<file path="src/rtl/core/alec_pkg.sv">
// Shared types, codes and constants for the audio layer effect chain.
// Holds the controller command struct, the step codes and the sine table entry function.
// No dependencies.
package alec_pkg;

   localparam int DEF_SAMPLE_BITS      = 24;
   localparam int DEF_PHASE_BITS       = 32;
   localparam int DEF_SINE_TABLE_DEPTH = 256;

   localparam int CSR_INDEX_BITS = 3;
   localparam int CSR_DATA_BITS  = 32;

   localparam logic [CSR_INDEX_BITS-1:0] CSR_EFFECT_MODE    = 3'd0;
   localparam logic [CSR_INDEX_BITS-1:0] CSR_MOD_DEPTH      = 3'd1;
   localparam logic [CSR_INDEX_BITS-1:0] CSR_PHASE_STEP     = 3'd2;
   localparam logic [CSR_INDEX_BITS-1:0] CSR_FILTER_COEF    = 3'd3;
   localparam logic [CSR_INDEX_BITS-1:0] CSR_COMP_THRESHOLD = 3'd4;
   localparam logic [CSR_INDEX_BITS-1:0] CSR_COMP_SLOPE     = 3'd5;
   localparam logic [CSR_INDEX_BITS-1:0] CSR_COMP_MAKEUP    = 3'd6;

   localparam logic [1:0] MODE_TREMOLO = 2'd1;
   localparam logic [1:0] MODE_ROTARY  = 2'd2;

   localparam logic [15:0] TREM_SCALE  = 16'd38011;
   localparam logic [15:0] ROT_SCALE   = 16'd40632;
   localparam logic [15:0] DECAY_SCALE = 16'd53740;
   localparam logic [15:0] DEPTH_MIN   = 16'd65;

   localparam logic [16:0] UNITY_Q16     = 17'h10000;
   localparam logic [22:0] THRESH_RESET  = 23'h7FFFFF;
   localparam logic [16:0] SLOPE_RESET   = 17'h10000;
   localparam logic [16:0] MAKEUP_RESET  = 17'h10000;

   typedef enum logic [3:0] {
      OP_DQ, OP_GAIN, OP_ML, OP_MR, OP_FL, OP_FR,
      OP_CL1, OP_CR1, OP_CL2, OP_CR2, OP_PK
   } op_type;

   typedef struct packed {
      logic   load;
      logic   sine_rd;
      logic   mul;
      logic   wb;
      logic   out_load;
      op_type op;
   } cmd_type;

   // Q1.15 sine at table index idx, odd polynomial in Q30, rounded and clamped.
   function automatic logic signed [15:0] sine_q15(input int unsigned idx,
                                                   input int unsigned log_depth);
      logic [63:0] t, r, z, z2, a, s, v, neg;
      logic [1:0]  q;
      t  = 64'(idx) << (32 - log_depth);
      q  = t[31:30];
      r  = {34'd0, t[29:0]};
      z  = q[0] ? ((64'd1 << 30) - r) : r;
      z2 = (z * z) >> 30;
      a  = 64'd5026995 - ((z2 * 64'd172272) >> 30);
      a  = 64'd85569306 - ((z2 * a) >> 30);
      a  = 64'd693598669 - ((z2 * a) >> 30);
      a  = 64'd1686629713 - ((z2 * a) >> 30);
      s  = (z * a) >> 30;
      v  = (s + 64'd16384) >> 15;
      if (v > 64'd32767) v = 64'd32767;
      neg = 64'd0 - v;
      return q[1] ? neg[15:0] : v[15:0];
   endfunction

endpackage

</file>
<file path="src/rtl/core/alec_req_if.sv">
// Input channel of the effect chain: one stereo sample pair per beat.
// Depends on nothing.
interface alec_req_if #(parameter int SAMPLE_BITS = 24);
   logic                          valid;
   logic                          ready;
   logic signed [SAMPLE_BITS-1:0] left_in;
   logic signed [SAMPLE_BITS-1:0] right_in;
   logic                          block_end;

   modport source (output valid, output left_in, output right_in, output block_end,
                   input ready);
   modport sink   (input valid, input left_in, input right_in, input block_end,
                   output ready);
endinterface

</file>
<file path="src/rtl/core/alec_rsp_if.sv">
// Result channel of the effect chain: processed pair and peak meter per beat.
// Depends on nothing.
interface alec_rsp_if #(parameter int SAMPLE_BITS = 24);
   logic                          valid;
   logic                          ready;
   logic signed [SAMPLE_BITS-1:0] left_out;
   logic signed [SAMPLE_BITS-1:0] right_out;
   logic        [SAMPLE_BITS-2:0] peak_out;

   modport source (output valid, output left_out, output right_out, output peak_out,
                   input ready);
   modport sink   (input valid, input left_out, input right_out, input peak_out,
                   output ready);
endinterface

</file>
<file path="src/rtl/core/audio_layer_effect_chain_top.sv">
// Top level of the audio layer effect chain: tremolo or rotary modulation,
// one-pole lowpass, hard-knee compressor and peak meter per stereo beat.
// Uses alec_pkg, alec_req_if, alec_rsp_if, alec_ctrl and alec_datapath.
//
// req_chan takes one sample pair per beat; rsp_chan returns the processed pair
// and the peak meter. csr_we writes register csr_index with csr_wdata at once.
// A result is registered after its beat is accepted, through these steps: the
// sine ROM read, then eleven products on the one shared multiplier, each issued
// and then written back, then the load of the output register.
// A new beat is taken only after the previous result has been loaded.
// req_chan.ready is high only while no beat is in work; it stays high while a
// finished result waits, so the next beat starts during a stall.
// When rsp_chan stalls, the result holds in its output register and the
// following beat waits after its last step until that result is taken.
// Reset (synchronous) clears phase, filter, meter and handshake state and
// loads register defaults.
module audio_layer_effect_chain_top
   import alec_pkg::*;
#(
   parameter int SAMPLE_BITS      = DEF_SAMPLE_BITS,
   parameter int PHASE_BITS       = DEF_PHASE_BITS,
   parameter int SINE_TABLE_DEPTH = DEF_SINE_TABLE_DEPTH
) (
   input  logic                      clock,
   input  logic                      reset,
   input  logic                      csr_we,
   input  logic [CSR_INDEX_BITS-1:0] csr_index,
   input  logic [CSR_DATA_BITS-1:0]  csr_wdata,
   alec_req_if.sink                  req_chan,
   alec_rsp_if.source                rsp_chan
);

   cmd_type cmd;

   alec_ctrl u_ctrl (
      .clock     (clock),
      .reset     (reset),
      .req_valid (req_chan.valid),
      .req_ready (req_chan.ready),
      .rsp_valid (rsp_chan.valid),
      .rsp_ready (rsp_chan.ready),
      .cmd       (cmd)
   );

   alec_datapath #(
      .SAMPLE_BITS      (SAMPLE_BITS),
      .PHASE_BITS       (PHASE_BITS),
      .SINE_TABLE_DEPTH (SINE_TABLE_DEPTH)
   ) u_datapath (
      .clock     (clock),
      .reset     (reset),
      .csr_we    (csr_we),
      .csr_index (csr_index),
      .csr_wdata (csr_wdata),
      .cmd       (cmd),
      .left_in   (req_chan.left_in),
      .right_in  (req_chan.right_in),
      .block_end (req_chan.block_end),
      .left_out  (rsp_chan.left_out),
      .right_out (rsp_chan.right_out),
      .peak_out  (rsp_chan.peak_out)
   );

endmodule

</file>
<file path="src/rtl/core/alec_ctrl.sv">
// Controller of the effect chain: sequences the sine read and the shared
// multiplier steps, and owns the result valid flag. Uses alec_pkg.
module alec_ctrl
   import alec_pkg::*;
(
   input  logic    clock,
   input  logic    reset,
   input  logic    req_valid,
   output logic    req_ready,
   output logic    rsp_valid,
   input  logic    rsp_ready,
   output cmd_type cmd
);

   typedef enum logic [2:0] {ST_IDLE, ST_SINE, ST_MUL, ST_WB, ST_DONE} state_type;

   state_type state_ff, state_in;
   op_type    op_ff, op_in;
   logic      rsp_valid_ff, rsp_valid_in;
   logic      out_free;

   function automatic op_type next_op(input op_type op);
      unique case (op)
         OP_DQ:   return OP_GAIN;
         OP_GAIN: return OP_ML;
         OP_ML:   return OP_MR;
         OP_MR:   return OP_FL;
         OP_FL:   return OP_FR;
         OP_FR:   return OP_CL1;
         OP_CL1:  return OP_CR1;
         OP_CR1:  return OP_CL2;
         OP_CL2:  return OP_CR2;
         OP_CR2:  return OP_PK;
         default: return OP_PK;
      endcase
   endfunction

   assign out_free  = !rsp_valid_ff || rsp_ready;
   assign req_ready = (state_ff == ST_IDLE);
   assign rsp_valid = rsp_valid_ff;

   always_comb begin
      state_in     = state_ff;
      op_in        = op_ff;
      rsp_valid_in = rsp_valid_ff && !rsp_ready;
      cmd          = '0;
      cmd.op       = op_ff;
      unique case (state_ff)
         ST_IDLE: begin
            if (req_valid) begin
               cmd.load = 1'b1;
               state_in = ST_SINE;
            end
         end
         ST_SINE: begin
            cmd.sine_rd = 1'b1;
            op_in       = OP_DQ;
            state_in    = ST_MUL;
         end
         ST_MUL: begin
            cmd.mul  = 1'b1;
            state_in = ST_WB;
         end
         ST_WB: begin
            cmd.wb = 1'b1;
            if (op_ff == OP_PK) begin
               state_in = ST_DONE;
            end else begin
               op_in    = next_op(op_ff);
               state_in = ST_MUL;
            end
         end
         ST_DONE: begin
            if (out_free) begin
               cmd.out_load = 1'b1;
               rsp_valid_in = 1'b1;
               state_in     = ST_IDLE;
            end
         end
         default: state_in = ST_IDLE;
      endcase
   end

   always_ff @(posedge clock) begin
      if (reset) begin
         state_ff     <= ST_IDLE;
         op_ff        <= OP_DQ;
         rsp_valid_ff <= 1'b0;
      end else begin
         state_ff     <= state_in;
         op_ff        <= op_in;
         rsp_valid_ff <= rsp_valid_in;
      end
   end

`ifndef SYNTH
   a_accept_to_sine: assert property (@(posedge clock) disable iff (reset)
      (req_valid && req_ready) |=> (state_ff == ST_SINE))
      else $error("accepted beat did not start the sine read");
   a_rsp_hold: assert property (@(posedge clock) disable iff (reset)
      (rsp_valid && !rsp_ready) |=> rsp_valid)
      else $error("stalled result dropped");
   a_no_overwrite: assert property (@(posedge clock) disable iff (reset)
      cmd.out_load |-> (!rsp_valid_ff || rsp_ready))
      else $error("result register overwritten while stalled");
   a_done_after_pk: assert property (@(posedge clock) disable iff (reset)
      (state_ff == ST_WB && op_ff == OP_PK) |=> (state_ff == ST_DONE))
      else $error("meter step not followed by result load");
`endif

endmodule

</file>
<file path="src/rtl/core/alec_datapath.sv">
// Datapath of the effect chain: configuration registers, sine ROM, one shared
// multiplier, filter and meter state, result register. Uses alec_pkg.
module alec_datapath
   import alec_pkg::*;
#(
   parameter int SAMPLE_BITS      = DEF_SAMPLE_BITS,
   parameter int PHASE_BITS       = DEF_PHASE_BITS,
   parameter int SINE_TABLE_DEPTH = DEF_SINE_TABLE_DEPTH
) (
   input  logic                          clock,
   input  logic                          reset,
   input  logic                          csr_we,
   input  logic [CSR_INDEX_BITS-1:0]     csr_index,
   input  logic [CSR_DATA_BITS-1:0]      csr_wdata,
   input  cmd_type                       cmd,
   input  logic signed [SAMPLE_BITS-1:0] left_in,
   input  logic signed [SAMPLE_BITS-1:0] right_in,
   input  logic                          block_end,
   output logic signed [SAMPLE_BITS-1:0] left_out,
   output logic signed [SAMPLE_BITS-1:0] right_out,
   output logic        [SAMPLE_BITS-2:0] peak_out
);

   localparam int SB        = SAMPLE_BITS;
   localparam int AW        = SB + 2;
   localparam int BW        = 18;
   localparam int PW        = AW + BW;
   localparam int CW        = ((SB > 23) ? SB : 23) + 2;
   localparam int LOG_DEPTH = $clog2(SINE_TABLE_DEPTH);

   localparam logic signed [PW-1:0] SMAX_W = {{(PW-SB+1){1'b0}}, {(SB-1){1'b1}}};
   localparam logic signed [PW-1:0] SMIN_W = {{(PW-SB+1){1'b1}}, {(SB-1){1'b0}}};
   localparam logic signed [PW-1:0] HALF16 = PW'(32768);
   localparam logic signed [PW-1:0] HALF15 = PW'(16384);
   localparam logic signed [PW-1:0] UNITY  = PW'(65536);

   typedef logic signed [15:0] rom_type [SINE_TABLE_DEPTH];

   function automatic rom_type build_rom();
      rom_type rom;
      for (int i = 0; i < SINE_TABLE_DEPTH; i++) begin
         rom[i] = sine_q15(i, LOG_DEPTH);
      end
      return rom;
   endfunction

   localparam rom_type SINE_ROM = build_rom();

   function automatic logic signed [SB-1:0] sat(input logic signed [PW-1:0] v);
      if (v > SMAX_W) return SMAX_W[SB-1:0];
      if (v < SMIN_W) return SMIN_W[SB-1:0];
      return v[SB-1:0];
   endfunction

   function automatic logic signed [PW-1:0] rnd16(input logic signed [PW-1:0] v);
      return (v + HALF16) >>> 16;
   endfunction

   function automatic logic [SB-1:0] mag(input logic signed [SB-1:0] v);
      return v[SB-1] ? (~v + 1'b1) : v;
   endfunction

   // configuration
   logic [1:0]  mode_ff;
   logic [15:0] depth_ff;
   logic [31:0] step_ff;
   logic [15:0] coef_ff;
   logic [22:0] thr_ff;
   logic [16:0] slope_ff;
   logic [16:0] makeup_ff;

   // state and working registers
   logic [PHASE_BITS-1:0]  phase_ff;
   logic signed [SB-1:0]   left_ff, right_ff, lp_l_ff, lp_r_ff;
   logic                   end_ff;
   logic [SB-2:0]          bmax_ff, peak_ff;
   logic signed [15:0]     sine_ff;
   logic [15:0]            dq_ff;
   logic signed [BW-1:0]   gain_l_ff, gain_r_ff;
   logic [SB-1:0]          mag_l_ff, mag_r_ff;
   logic signed [PW-1:0]   prod_ff;
   logic signed [SB-1:0]   lout_ff, rout_ff;
   logic [SB-2:0]          pout_ff;

   logic                   mod_on;
   logic [16:0]            slope_c;
   logic [SB-1:0]          m_l, m_r;
   logic                   over_l, over_r;
   logic signed [CW-1:0]   ex_l, ex_r;
   logic signed [SB:0]     dif_l, dif_r;
   logic signed [AW-1:0]   a_sel;
   logic signed [BW-1:0]   b_sel;
   logic signed [PW-1:0]   r16, p15, t16, fl_n, fr_n, thr_w, neg_v;
   logic [SB-1:0]          abs_l, abs_r;
   logic [SB-2:0]          cl_l, cl_r, mx, bm, dec;

   assign mod_on  = ((mode_ff == MODE_TREMOLO) || (mode_ff == MODE_ROTARY)) &&
                    (depth_ff > DEPTH_MIN);
   assign slope_c = (slope_ff > UNITY_Q16) ? UNITY_Q16 : slope_ff;
   assign m_l     = mag(left_ff);
   assign m_r     = mag(right_ff);
   assign ex_l    = CW'({1'b0, m_l}) - CW'({1'b0, thr_ff});
   assign ex_r    = CW'({1'b0, m_r}) - CW'({1'b0, thr_ff});
   assign over_l  = (CW'({1'b0, m_l}) > CW'({1'b0, thr_ff}));
   assign over_r  = (CW'({1'b0, m_r}) > CW'({1'b0, thr_ff}));
   assign dif_l   = {lp_l_ff[SB-1], lp_l_ff} - {left_ff[SB-1], left_ff};
   assign dif_r   = {lp_r_ff[SB-1], lp_r_ff} - {right_ff[SB-1], right_ff};

   always_comb begin
      a_sel = '0;
      b_sel = '0;
      unique case (cmd.op)
         OP_DQ: begin
            a_sel = {{(AW-16){1'b0}}, depth_ff};
            b_sel = {2'b00, (mode_ff == MODE_TREMOLO) ? TREM_SCALE : ROT_SCALE};
         end
         OP_GAIN: begin
            if (mode_ff == MODE_TREMOLO) begin
               a_sel = {{(AW-16){1'b0}}, dq_ff};
               b_sel = 18'sd32768 + {{2{sine_ff[15]}}, sine_ff};
            end else begin
               a_sel = {{(AW-16){sine_ff[15]}}, sine_ff};
               b_sel = {2'b00, dq_ff};
            end
         end
         OP_ML: begin
            a_sel = {{2{left_ff[SB-1]}}, left_ff};
            b_sel = gain_l_ff;
         end
         OP_MR: begin
            a_sel = {{2{right_ff[SB-1]}}, right_ff};
            b_sel = gain_r_ff;
         end
         OP_FL: begin
            a_sel = {dif_l[SB], dif_l};
            b_sel = {2'b00, coef_ff};
         end
         OP_FR: begin
            a_sel = {dif_r[SB], dif_r};
            b_sel = {2'b00, coef_ff};
         end
         OP_CL1: begin
            a_sel = ex_l[AW-1:0];
            b_sel = {1'b0, slope_c};
         end
         OP_CR1: begin
            a_sel = ex_r[AW-1:0];
            b_sel = {1'b0, slope_c};
         end
         OP_CL2: begin
            a_sel = {2'b00, mag_l_ff};
            b_sel = {1'b0, makeup_ff};
         end
         OP_CR2: begin
            a_sel = {2'b00, mag_r_ff};
            b_sel = {1'b0, makeup_ff};
         end
         OP_PK: begin
            a_sel = {3'b000, peak_ff};
            b_sel = {2'b00, DECAY_SCALE};
         end
         default: begin
            a_sel = '0;
            b_sel = '0;
         end
      endcase
   end

   always_comb begin
      r16   = rnd16(prod_ff);
      p15   = (prod_ff + HALF15) >>> 15;
      t16   = prod_ff >>> 16;
      fl_n  = {{(PW-SB){left_ff[SB-1]}}, left_ff} + r16;
      fr_n  = {{(PW-SB){right_ff[SB-1]}}, right_ff} + r16;
      thr_w = {{(PW-23){1'b0}}, thr_ff} + r16;
      neg_v = -r16;
      abs_l = mag(left_ff);
      abs_r = mag(right_ff);
      cl_l  = abs_l[SB-1] ? {(SB-1){1'b1}} : abs_l[SB-2:0];
      cl_r  = abs_r[SB-1] ? {(SB-1){1'b1}} : abs_r[SB-2:0];
      mx    = (cl_l > cl_r) ? cl_l : cl_r;
      bm    = (mx > bmax_ff) ? mx : bmax_ff;
      dec   = prod_ff[SB+14:16];
   end

   // configuration writes
   always_ff @(posedge clock) begin
      if (reset) begin
         mode_ff   <= '0;
         depth_ff  <= '0;
         step_ff   <= '0;
         coef_ff   <= '0;
         thr_ff    <= THRESH_RESET;
         slope_ff  <= SLOPE_RESET;
         makeup_ff <= MAKEUP_RESET;
      end else if (csr_we) begin
         unique case (csr_index)
            CSR_EFFECT_MODE:    mode_ff   <= csr_wdata[1:0];
            CSR_MOD_DEPTH:      depth_ff  <= csr_wdata[15:0];
            CSR_PHASE_STEP:     step_ff   <= csr_wdata[31:0];
            CSR_FILTER_COEF:    coef_ff   <= csr_wdata[15:0];
            CSR_COMP_THRESHOLD: thr_ff    <= csr_wdata[22:0];
            CSR_COMP_SLOPE:     slope_ff  <= csr_wdata[16:0];
            CSR_COMP_MAKEUP:    makeup_ff <= csr_wdata[16:0];
            default: ;
         endcase
      end
   end

   // persistent state
   always_ff @(posedge clock) begin
      if (reset) begin
         phase_ff <= '0;
         lp_l_ff  <= '0;
         lp_r_ff  <= '0;
         bmax_ff  <= '0;
         peak_ff  <= '0;
      end else begin
         if (cmd.sine_rd && mod_on) begin
            phase_ff <= phase_ff + step_ff[PHASE_BITS-1:0];
         end
         if (cmd.wb) begin
            unique case (cmd.op)
               OP_FL: lp_l_ff <= sat(fl_n);
               OP_FR: lp_r_ff <= sat(fr_n);
               OP_PK: begin
                  if (end_ff) begin
                     peak_ff <= (bm > dec) ? bm : dec;
                     bmax_ff <= '0;
                  end else begin
                     bmax_ff <= bm;
                  end
               end
               default: ;
            endcase
         end
      end
   end

   // working registers, no reset needed
   always_ff @(posedge clock) begin
      if (cmd.load) begin
         left_ff  <= left_in;
         right_ff <= right_in;
         end_ff   <= block_end;
      end
      if (cmd.sine_rd) begin
         sine_ff <= SINE_ROM[phase_ff[PHASE_BITS-1 -: LOG_DEPTH]];
      end
      if (cmd.mul) begin
         prod_ff <= a_sel * b_sel;
      end
      if (cmd.wb) begin
         unique case (cmd.op)
            OP_DQ: dq_ff <= prod_ff[31:16];
            OP_GAIN: begin
               if (!mod_on) begin
                  gain_l_ff <= UNITY[BW-1:0];
                  gain_r_ff <= UNITY[BW-1:0];
               end else if (mode_ff == MODE_TREMOLO) begin
                  gain_l_ff <= BW'(UNITY - t16);
                  gain_r_ff <= BW'(UNITY - t16);
               end else begin
                  gain_l_ff <= BW'(UNITY - p15);
                  gain_r_ff <= BW'(UNITY + p15);
               end
            end
            OP_ML:  left_ff  <= sat(r16);
            OP_MR:  right_ff <= sat(r16);
            OP_FL:  left_ff  <= sat(fl_n);
            OP_FR:  right_ff <= sat(fr_n);
            OP_CL1: mag_l_ff <= over_l ? thr_w[SB-1:0] : m_l;
            OP_CR1: mag_r_ff <= over_r ? thr_w[SB-1:0] : m_r;
            OP_CL2: left_ff  <= sat(left_ff[SB-1] ? neg_v : r16);
            OP_CR2: right_ff <= sat(right_ff[SB-1] ? neg_v : r16);
            default: ;
         endcase
      end
      if (cmd.out_load) begin
         lout_ff <= left_ff;
         rout_ff <= right_ff;
         pout_ff <= peak_ff;
      end
   end

   assign left_out  = lout_ff;
   assign right_out = rout_ff;
   assign peak_out  = pout_ff;

endmodule

</file>
<file path="src/flat_wrapper.sv">
// flat-port wrapper written by rule: the top's interface ports become plain ports
module audio_layer_effect_chain_top_flat import alec_pkg::*;
#(
   parameter int SAMPLE_BITS      = DEF_SAMPLE_BITS,
   parameter int PHASE_BITS       = DEF_PHASE_BITS,
   parameter int SINE_TABLE_DEPTH = DEF_SINE_TABLE_DEPTH
)
  (clock, reset, csr_we, csr_index, csr_wdata, req_chan_valid, req_chan_left_in, req_chan_right_in, req_chan_block_end, req_chan_ready, rsp_chan_valid, rsp_chan_left_out, rsp_chan_right_out, rsp_chan_peak_out, rsp_chan_ready);
  alec_req_if #(.SAMPLE_BITS(SAMPLE_BITS)) req_chan_i ();
  alec_rsp_if #(.SAMPLE_BITS(SAMPLE_BITS)) rsp_chan_i ();
  input  logic clock;
  input  logic reset;
  input  logic csr_we;
  input  logic [CSR_INDEX_BITS-1:0] csr_index;
  input  logic [CSR_DATA_BITS-1:0] csr_wdata;
  input wire logic [$bits(req_chan_i.valid)-1:0] req_chan_valid;
  input wire logic [$bits(req_chan_i.left_in)-1:0] req_chan_left_in;
  input wire logic [$bits(req_chan_i.right_in)-1:0] req_chan_right_in;
  input wire logic [$bits(req_chan_i.block_end)-1:0] req_chan_block_end;
  output wire logic [$bits(req_chan_i.ready)-1:0] req_chan_ready;
  output wire logic [$bits(rsp_chan_i.valid)-1:0] rsp_chan_valid;
  output wire logic [$bits(rsp_chan_i.left_out)-1:0] rsp_chan_left_out;
  output wire logic [$bits(rsp_chan_i.right_out)-1:0] rsp_chan_right_out;
  output wire logic [$bits(rsp_chan_i.peak_out)-1:0] rsp_chan_peak_out;
  input wire logic [$bits(rsp_chan_i.ready)-1:0] rsp_chan_ready;
  assign req_chan_i.valid = req_chan_valid;
  assign req_chan_i.left_in = req_chan_left_in;
  assign req_chan_i.right_in = req_chan_right_in;
  assign req_chan_i.block_end = req_chan_block_end;
  assign req_chan_ready = req_chan_i.ready;
  assign rsp_chan_valid = rsp_chan_i.valid;
  assign rsp_chan_left_out = rsp_chan_i.left_out;
  assign rsp_chan_right_out = rsp_chan_i.right_out;
  assign rsp_chan_peak_out = rsp_chan_i.peak_out;
  assign rsp_chan_i.ready = rsp_chan_ready;
  audio_layer_effect_chain_top #(.SAMPLE_BITS(SAMPLE_BITS), .PHASE_BITS(PHASE_BITS), .SINE_TABLE_DEPTH(SINE_TABLE_DEPTH)) u_core (.clock(clock), .reset(reset), .csr_we(csr_we), .csr_index(csr_index), .csr_wdata(csr_wdata), .req_chan(req_chan_i), .rsp_chan(rsp_chan_i));
endmodule
</file>
<file path="config.mk">
export PLATFORM = sky130hd
export DESIGN_NAME = audio_layer_effect_chain_top_flat
export DESIGN_NICKNAME = d
export VERILOG_FILES = /design/src/rtl/core/alec_pkg.sv /design/src/rtl/core/alec_req_if.sv /design/src/rtl/core/alec_rsp_if.sv /design/src/rtl/core/audio_layer_effect_chain_top.sv /design/src/rtl/core/alec_ctrl.sv /design/src/rtl/core/alec_datapath.sv /design/src/flat_wrapper.sv
export SDC_FILE = /design/constraint.sdc
export NUM_CORES = 2
export LEC_CHECK = 0
export ABC_AREA = 0
export BUFFER_PORTS_ARGS = -buffer_cell sky130_fd_sc_hd__buf_2
export CAP_MARGIN = 20
export CORE_MARGIN = 1.5
export CORE_UTILIZATION = 40
export CTS_BUF_LIST = sky130_fd_sc_hd__clkbuf_16
export CTS_CLUSTER_DIAMETER = 100
export DETAILED_ROUTE_END_ITERATION = 6
export PLACE_DENSITY_LB_ADDON = 0.08
export SKIP_CTS_REPAIR_TIMING = 1
export SYNTH_ARGS = -nofsm -noshare
export SYNTH_HDL_FRONTEND = slang
export SYNTH_SLANG_ARGS = --single-unit
</file>
<file path="constraint.sdc">
create_clock -name clock -period 13.15 [get_ports clock]
set_clock_uncertainty 0.2 [all_clocks]
set_input_delay 0.6575 -clock clock [delete_from_list [all_inputs] [get_ports clock]]
set_output_delay 0.6575 -clock clock [all_outputs]
set_load 0.01 [all_outputs]
</file>
==> results.py <==
metrics = {
    "run_status": {
        "status": "complete, but fails checks",
        "violations": "DRC",
    },
    "final_layout": {
        "postLayoutCoreUtil_pct": 44.0,
        "drive_gt1_share_pct": 8.06,
        "fill_cells": 14800,
        "syn2layout_area_growth_pct": 9.43,
        "nets": 8139,
    },
    "synthesis": {
        "avgSynthCellArea_um2": 8.15,
        "yosysWarnings": 0,
        "synth-xor-area-share_pct": 4.97,
        "synth_cells": 7171,
        "syn-num-nets": 8118,
        "synthArstFlopShare_pct": 0,
        "yosysTopAreaCell": "fa_1",
        "synth.cell_area_um2": 58500,
        "synthSimpleGateAreaFrac_pct": 18.5,
        "synth-compound-area-share_pct": 20.4,
        "synth_top_family_by_area": "adder cells",
        "synth-adder-area-share_pct": 24.2,
        "synth_flop_cell": "dfxtp_1",
        "synth_edf_count": 217,
        "yosys-top-cells-area": "fa_1, edfxtp_1, dfxtp_1, ha_1, nand2_1",
        "synth_mux_area_share_pct": 2.35,
        "ys_ff_latch": 526,
        "ys_seq_area_share_pct": 21.7,
        "ys_types": 109,
        "yosys.area.top_type_share_pct": 15.5,
    },
    "min_path": {
        "hp-class": "primary input to flip-flop",
        "hold_start": "req_chan_block_end",
        "hold_depth": 1,
        "min_to": "u_core.u_datapath.end_ff",
    },
    "placement": {
        "hpwl_um": 211000,
        "portBuffers": 161,
        "gp_congestion": 1.01,
    },
    "setup_path": {
        "start_kind": "flip-flop",
        "crit_path_end_kind": "flip-flop",
        "crit_buf_inv": 9,
        "critPathMaxStageDelay_ns": 0.91,
        "critPathKind": "flip-flop to flip-flop",
        "slowest_stage": "a2111oi_0",
        "timing.rr.start": "u_core.u_datapath.right_ff[0]",
        "cpMostUsedCell": "fa_1",
        "cp_max_fo": 27,
        "reg2regPathDepth": 42,
        "cp_top_family": "compound AO/OA/AOI/OAI gates",
        "cp.arrival_ns": 12.69,
        "rrSetupSlack_ns": 0.68,
        "worstReg2RegEnd": "u_core.u_datapath.prod_ff[43]",
        "cp_data_required_time_ns": 13.37,
    },
    "global_route": {
        "grt_overflow": 0,
        "antenna_found_initial": 11,
        "grt_usage_pct": 35.8,
        "grt_max_degree": 102,
        "grt_pass1_wl_um": 386000,
        "grt_pass1_vias": 53900,
    },
    "timing": {
        "setup_violations": 0,
        "max_freq_ghz": 0.0802,
        "period_needed_ns": 12.47,
        "maxSlewViolCount": 0,
        "hold_violations": 0,
        "min_period_over_period_pct": 94.9,
        "fin_tns_setup_ns": 0,
        "worstMarginPinSlew_ns": 1.20,
        "rsz0062_at_grt": "no",
        "slew_headroom_pct": 19.9,
    },
    "routing": {
        "routed_wirelength_um": 270000,
        "drt_pre_antenna_iters": 7,
        "drc": 2,
        "vias_per_cell": 6.08,
        "final_antenna_net_count": 0,
        "wl_per_cell_um": 29.4,
        "drt_iter0_drc": 6117,
        "dr_total_vias": 55700,
    },
    "floorplanning": {
        "dieHeight_um": 385,
        "dieArea_um2": 148000,
        "coreArea_um2": 145000,
        "dieWidth_um": 385,
        "initial_core_util_pct": 40.2,
        "num_io_pins": 162,
        "num_rows": 140,
    },
    "clock_network": {
        "cts_tree": "built",
        "clockRootBuffer": "clkbuf_16",
        "cts_buffer_depth": 3,
        "h-tree-depth": 3,
        "numCtsBuffers": 66,
        "insertion_delay_ns": 0.70,
        "cts.clk_slew.worst_paths_ns": 0.06,
        "cts_sinks": 526,
    },
    "pwr": {
        "clkPwrFrac_pct": 28.2,
        "leakage_nw": 27.0,
        "swShare_pct": 43.3,
        "pwr_density_cell_nw_per_um2": 113,
        "p_seq_share_pct": 26.8,
        "p_switching_w": 0.00312,
        "peakVddDrop_mv": 0.185,
        "p_comb_share_pct": 45.1,
        "internal_power_w": 0.00408,
    },
    "run": {
        "cap_violations": 0,
    },
}
## synth_stat cells (all sizes together), types with 77 or more instances
cell and number:
nand3 180, inv 815, nor2b 77, nor3 139, edfxtp 217, a31oi 77, ha 405, clkbuf 315
mux2i 83, dfxtp 309, a21oi 585, o21ai 320, nor2 512, a21o 112, a211oi 79, fa 453
xnor2 267, and2 118, nand2 943
## area by class of cell
cell class / count / area, µm² / share of cell area, %
multi-input cells: 5446 / 41300 / 64.6
flip-flops and latches: 526 / 12700 / 19.9
clock buffers: 69 / 1730 / 2.70
inverters: 821 / 3080 / 4.82
well taps: 1917 / 2400 / 3.75
repair buffers: 331 / 2110 / 3.29
clock inverters: 53 / 608 / 0.951
diodes: 2 / 5.00 / 0.00782
## logic make-up after synthesis
logic type,count (synthesis)
AND/OR/NAND/NOR,2330
AO/OA/AOI/OAI,1806
flip-flops,526
multiplexers,120
adder cells (fa/ha/maj),858
XOR/XNOR,332
buffers and inverters,1199
## cells in the final DEF, fill, tap and decap left out, drive strengths merged, types with 54 or more instances in the layout
cell,Yosys,final
nand3,180,180
a21o,112,112
o21a,54,54
a31oi,77,77
ha,405,405
clkbuf,315,70
xnor2,267,267
and2,118,118
o21ai,320,320
edfxtp,217,217
nand4,64,64
nand2b,75,75
nor2b,77,77
buf,61,330
inv,815,830
nor2,512,512
xor2,65,65
a21oi,585,585
nand2,943,943
dfxtp,309,309
nor3,139,139
a211oi,79,79
mux2i,83,83
fa,453,453
## how the worst max path moves through the flow
stage / startpoint / endpoint / slack, ns / depth (start not counted)
finish: u_core.u_datapath.right_ff[0] / u_core.u_datapath.prod_ff[43] / 0.68 / 42
global route: u_core.u_datapath.right_ff[0] / u_core.u_datapath.prod_ff[43] / 0.003 / 42
CTS: u_core.u_datapath.right_ff[0] / u_core.u_datapath.prod_ff[43] / 0.94 / 42
floorplan: u_core.u_datapath.right_ff[3] / u_core.u_datapath.prod_ff[43] / 2.20 / 38
detailed placement: u_core.u_datapath.right_ff[0] / u_core.u_datapath.prod_ff[43] / 1.03 / 42
global placement: u_core.u_datapath.right_ff[0] / u_core.u_datapath.prod_ff[43] / 1.12 / 42
## layer usage
layer	global-route usage, %	up-vias	share of wire, %
li1	-	24900	-
met1	45.8	27500	41
met2	56.3	2642	44
met3	6.24	667	8.1
met4	22.0	18	7.2
met5	0	-	0.039
## registers in the layout, indices dropped and copies added (netlist names), 4 cells and up, named ones only
register,count
u_core.u_datapath.makeup_ff,17
u_core.u_datapath.step_ff,32
u_core.u_datapath.coef_ff,16
u_core.u_datapath.peak_ff,23
u_core.u_datapath.depth_ff,16
u_core.u_datapath.mag_l_ff,24
u_core.u_datapath.left_out,24
u_core.u_datapath.lp_l_ff,24
u_core.u_datapath.prod_ff,30
u_core.u_datapath.right_out,24
u_core.u_datapath.thr_ff,23
u_core.u_datapath.mag_r_ff,24
u_core.u_datapath.bmax_ff,23
u_core.u_datapath.lp_r_ff,24
u_core.u_datapath.sine_ff,16
u_core.u_datapath.dq_ff,16
u_core.u_datapath.peak_out,23
u_core.u_datapath.slope_ff,17
u_core.u_datapath.right_ff,24
u_core.u_datapath.gain_l_ff,18
u_core.u_datapath.phase_ff,32
u_core.u_datapath.gain_r_ff,17
u_core.u_datapath.left_ff,24
u_core.u_ctrl.op_ff,4
## power by group through the flow
stage | Sequential (W) | Combinational (W) | Clock [W]
CTS | 0.00192 | 0.00319 | 0.00205
global route | 0.00192 | 0.00354 | 0.00211
floorplan | 0.00186 | 0.00218 | 0
finish | 0.00193 | 0.00325 | 0.00203
detailed placement | 0.00196 | 0.00317 | 0
global placement | 0.00196 | 0.00317 | 0
## through the flow
| step | instances | total power [W] | setup WS (ns) | area, µm² | hold slack, ns |
|---|---|---|---|---|---|
| after detailed placement | 9039 | 0.00512 | 1.03 | 61600 | 0.248 |
| final | 9165 | 0.00720 | 0.676 | 64000 | 0.00472 |
| after global placement | 9039 | 0.00513 | 1.12 | 61600 | 0.242 |
| after CTS | 9161 | 0.00717 | 0.938 | 63900 | -0.0359 |
| after global routing | 9163 | 0.00756 | 0.00349 | 64000 | 0.00734 |
| after floorplan | 7171 | 0.00404 | 2.20 | 58500 | 0.221 |
No activity file was read; power rests on OpenSTA's default activity.
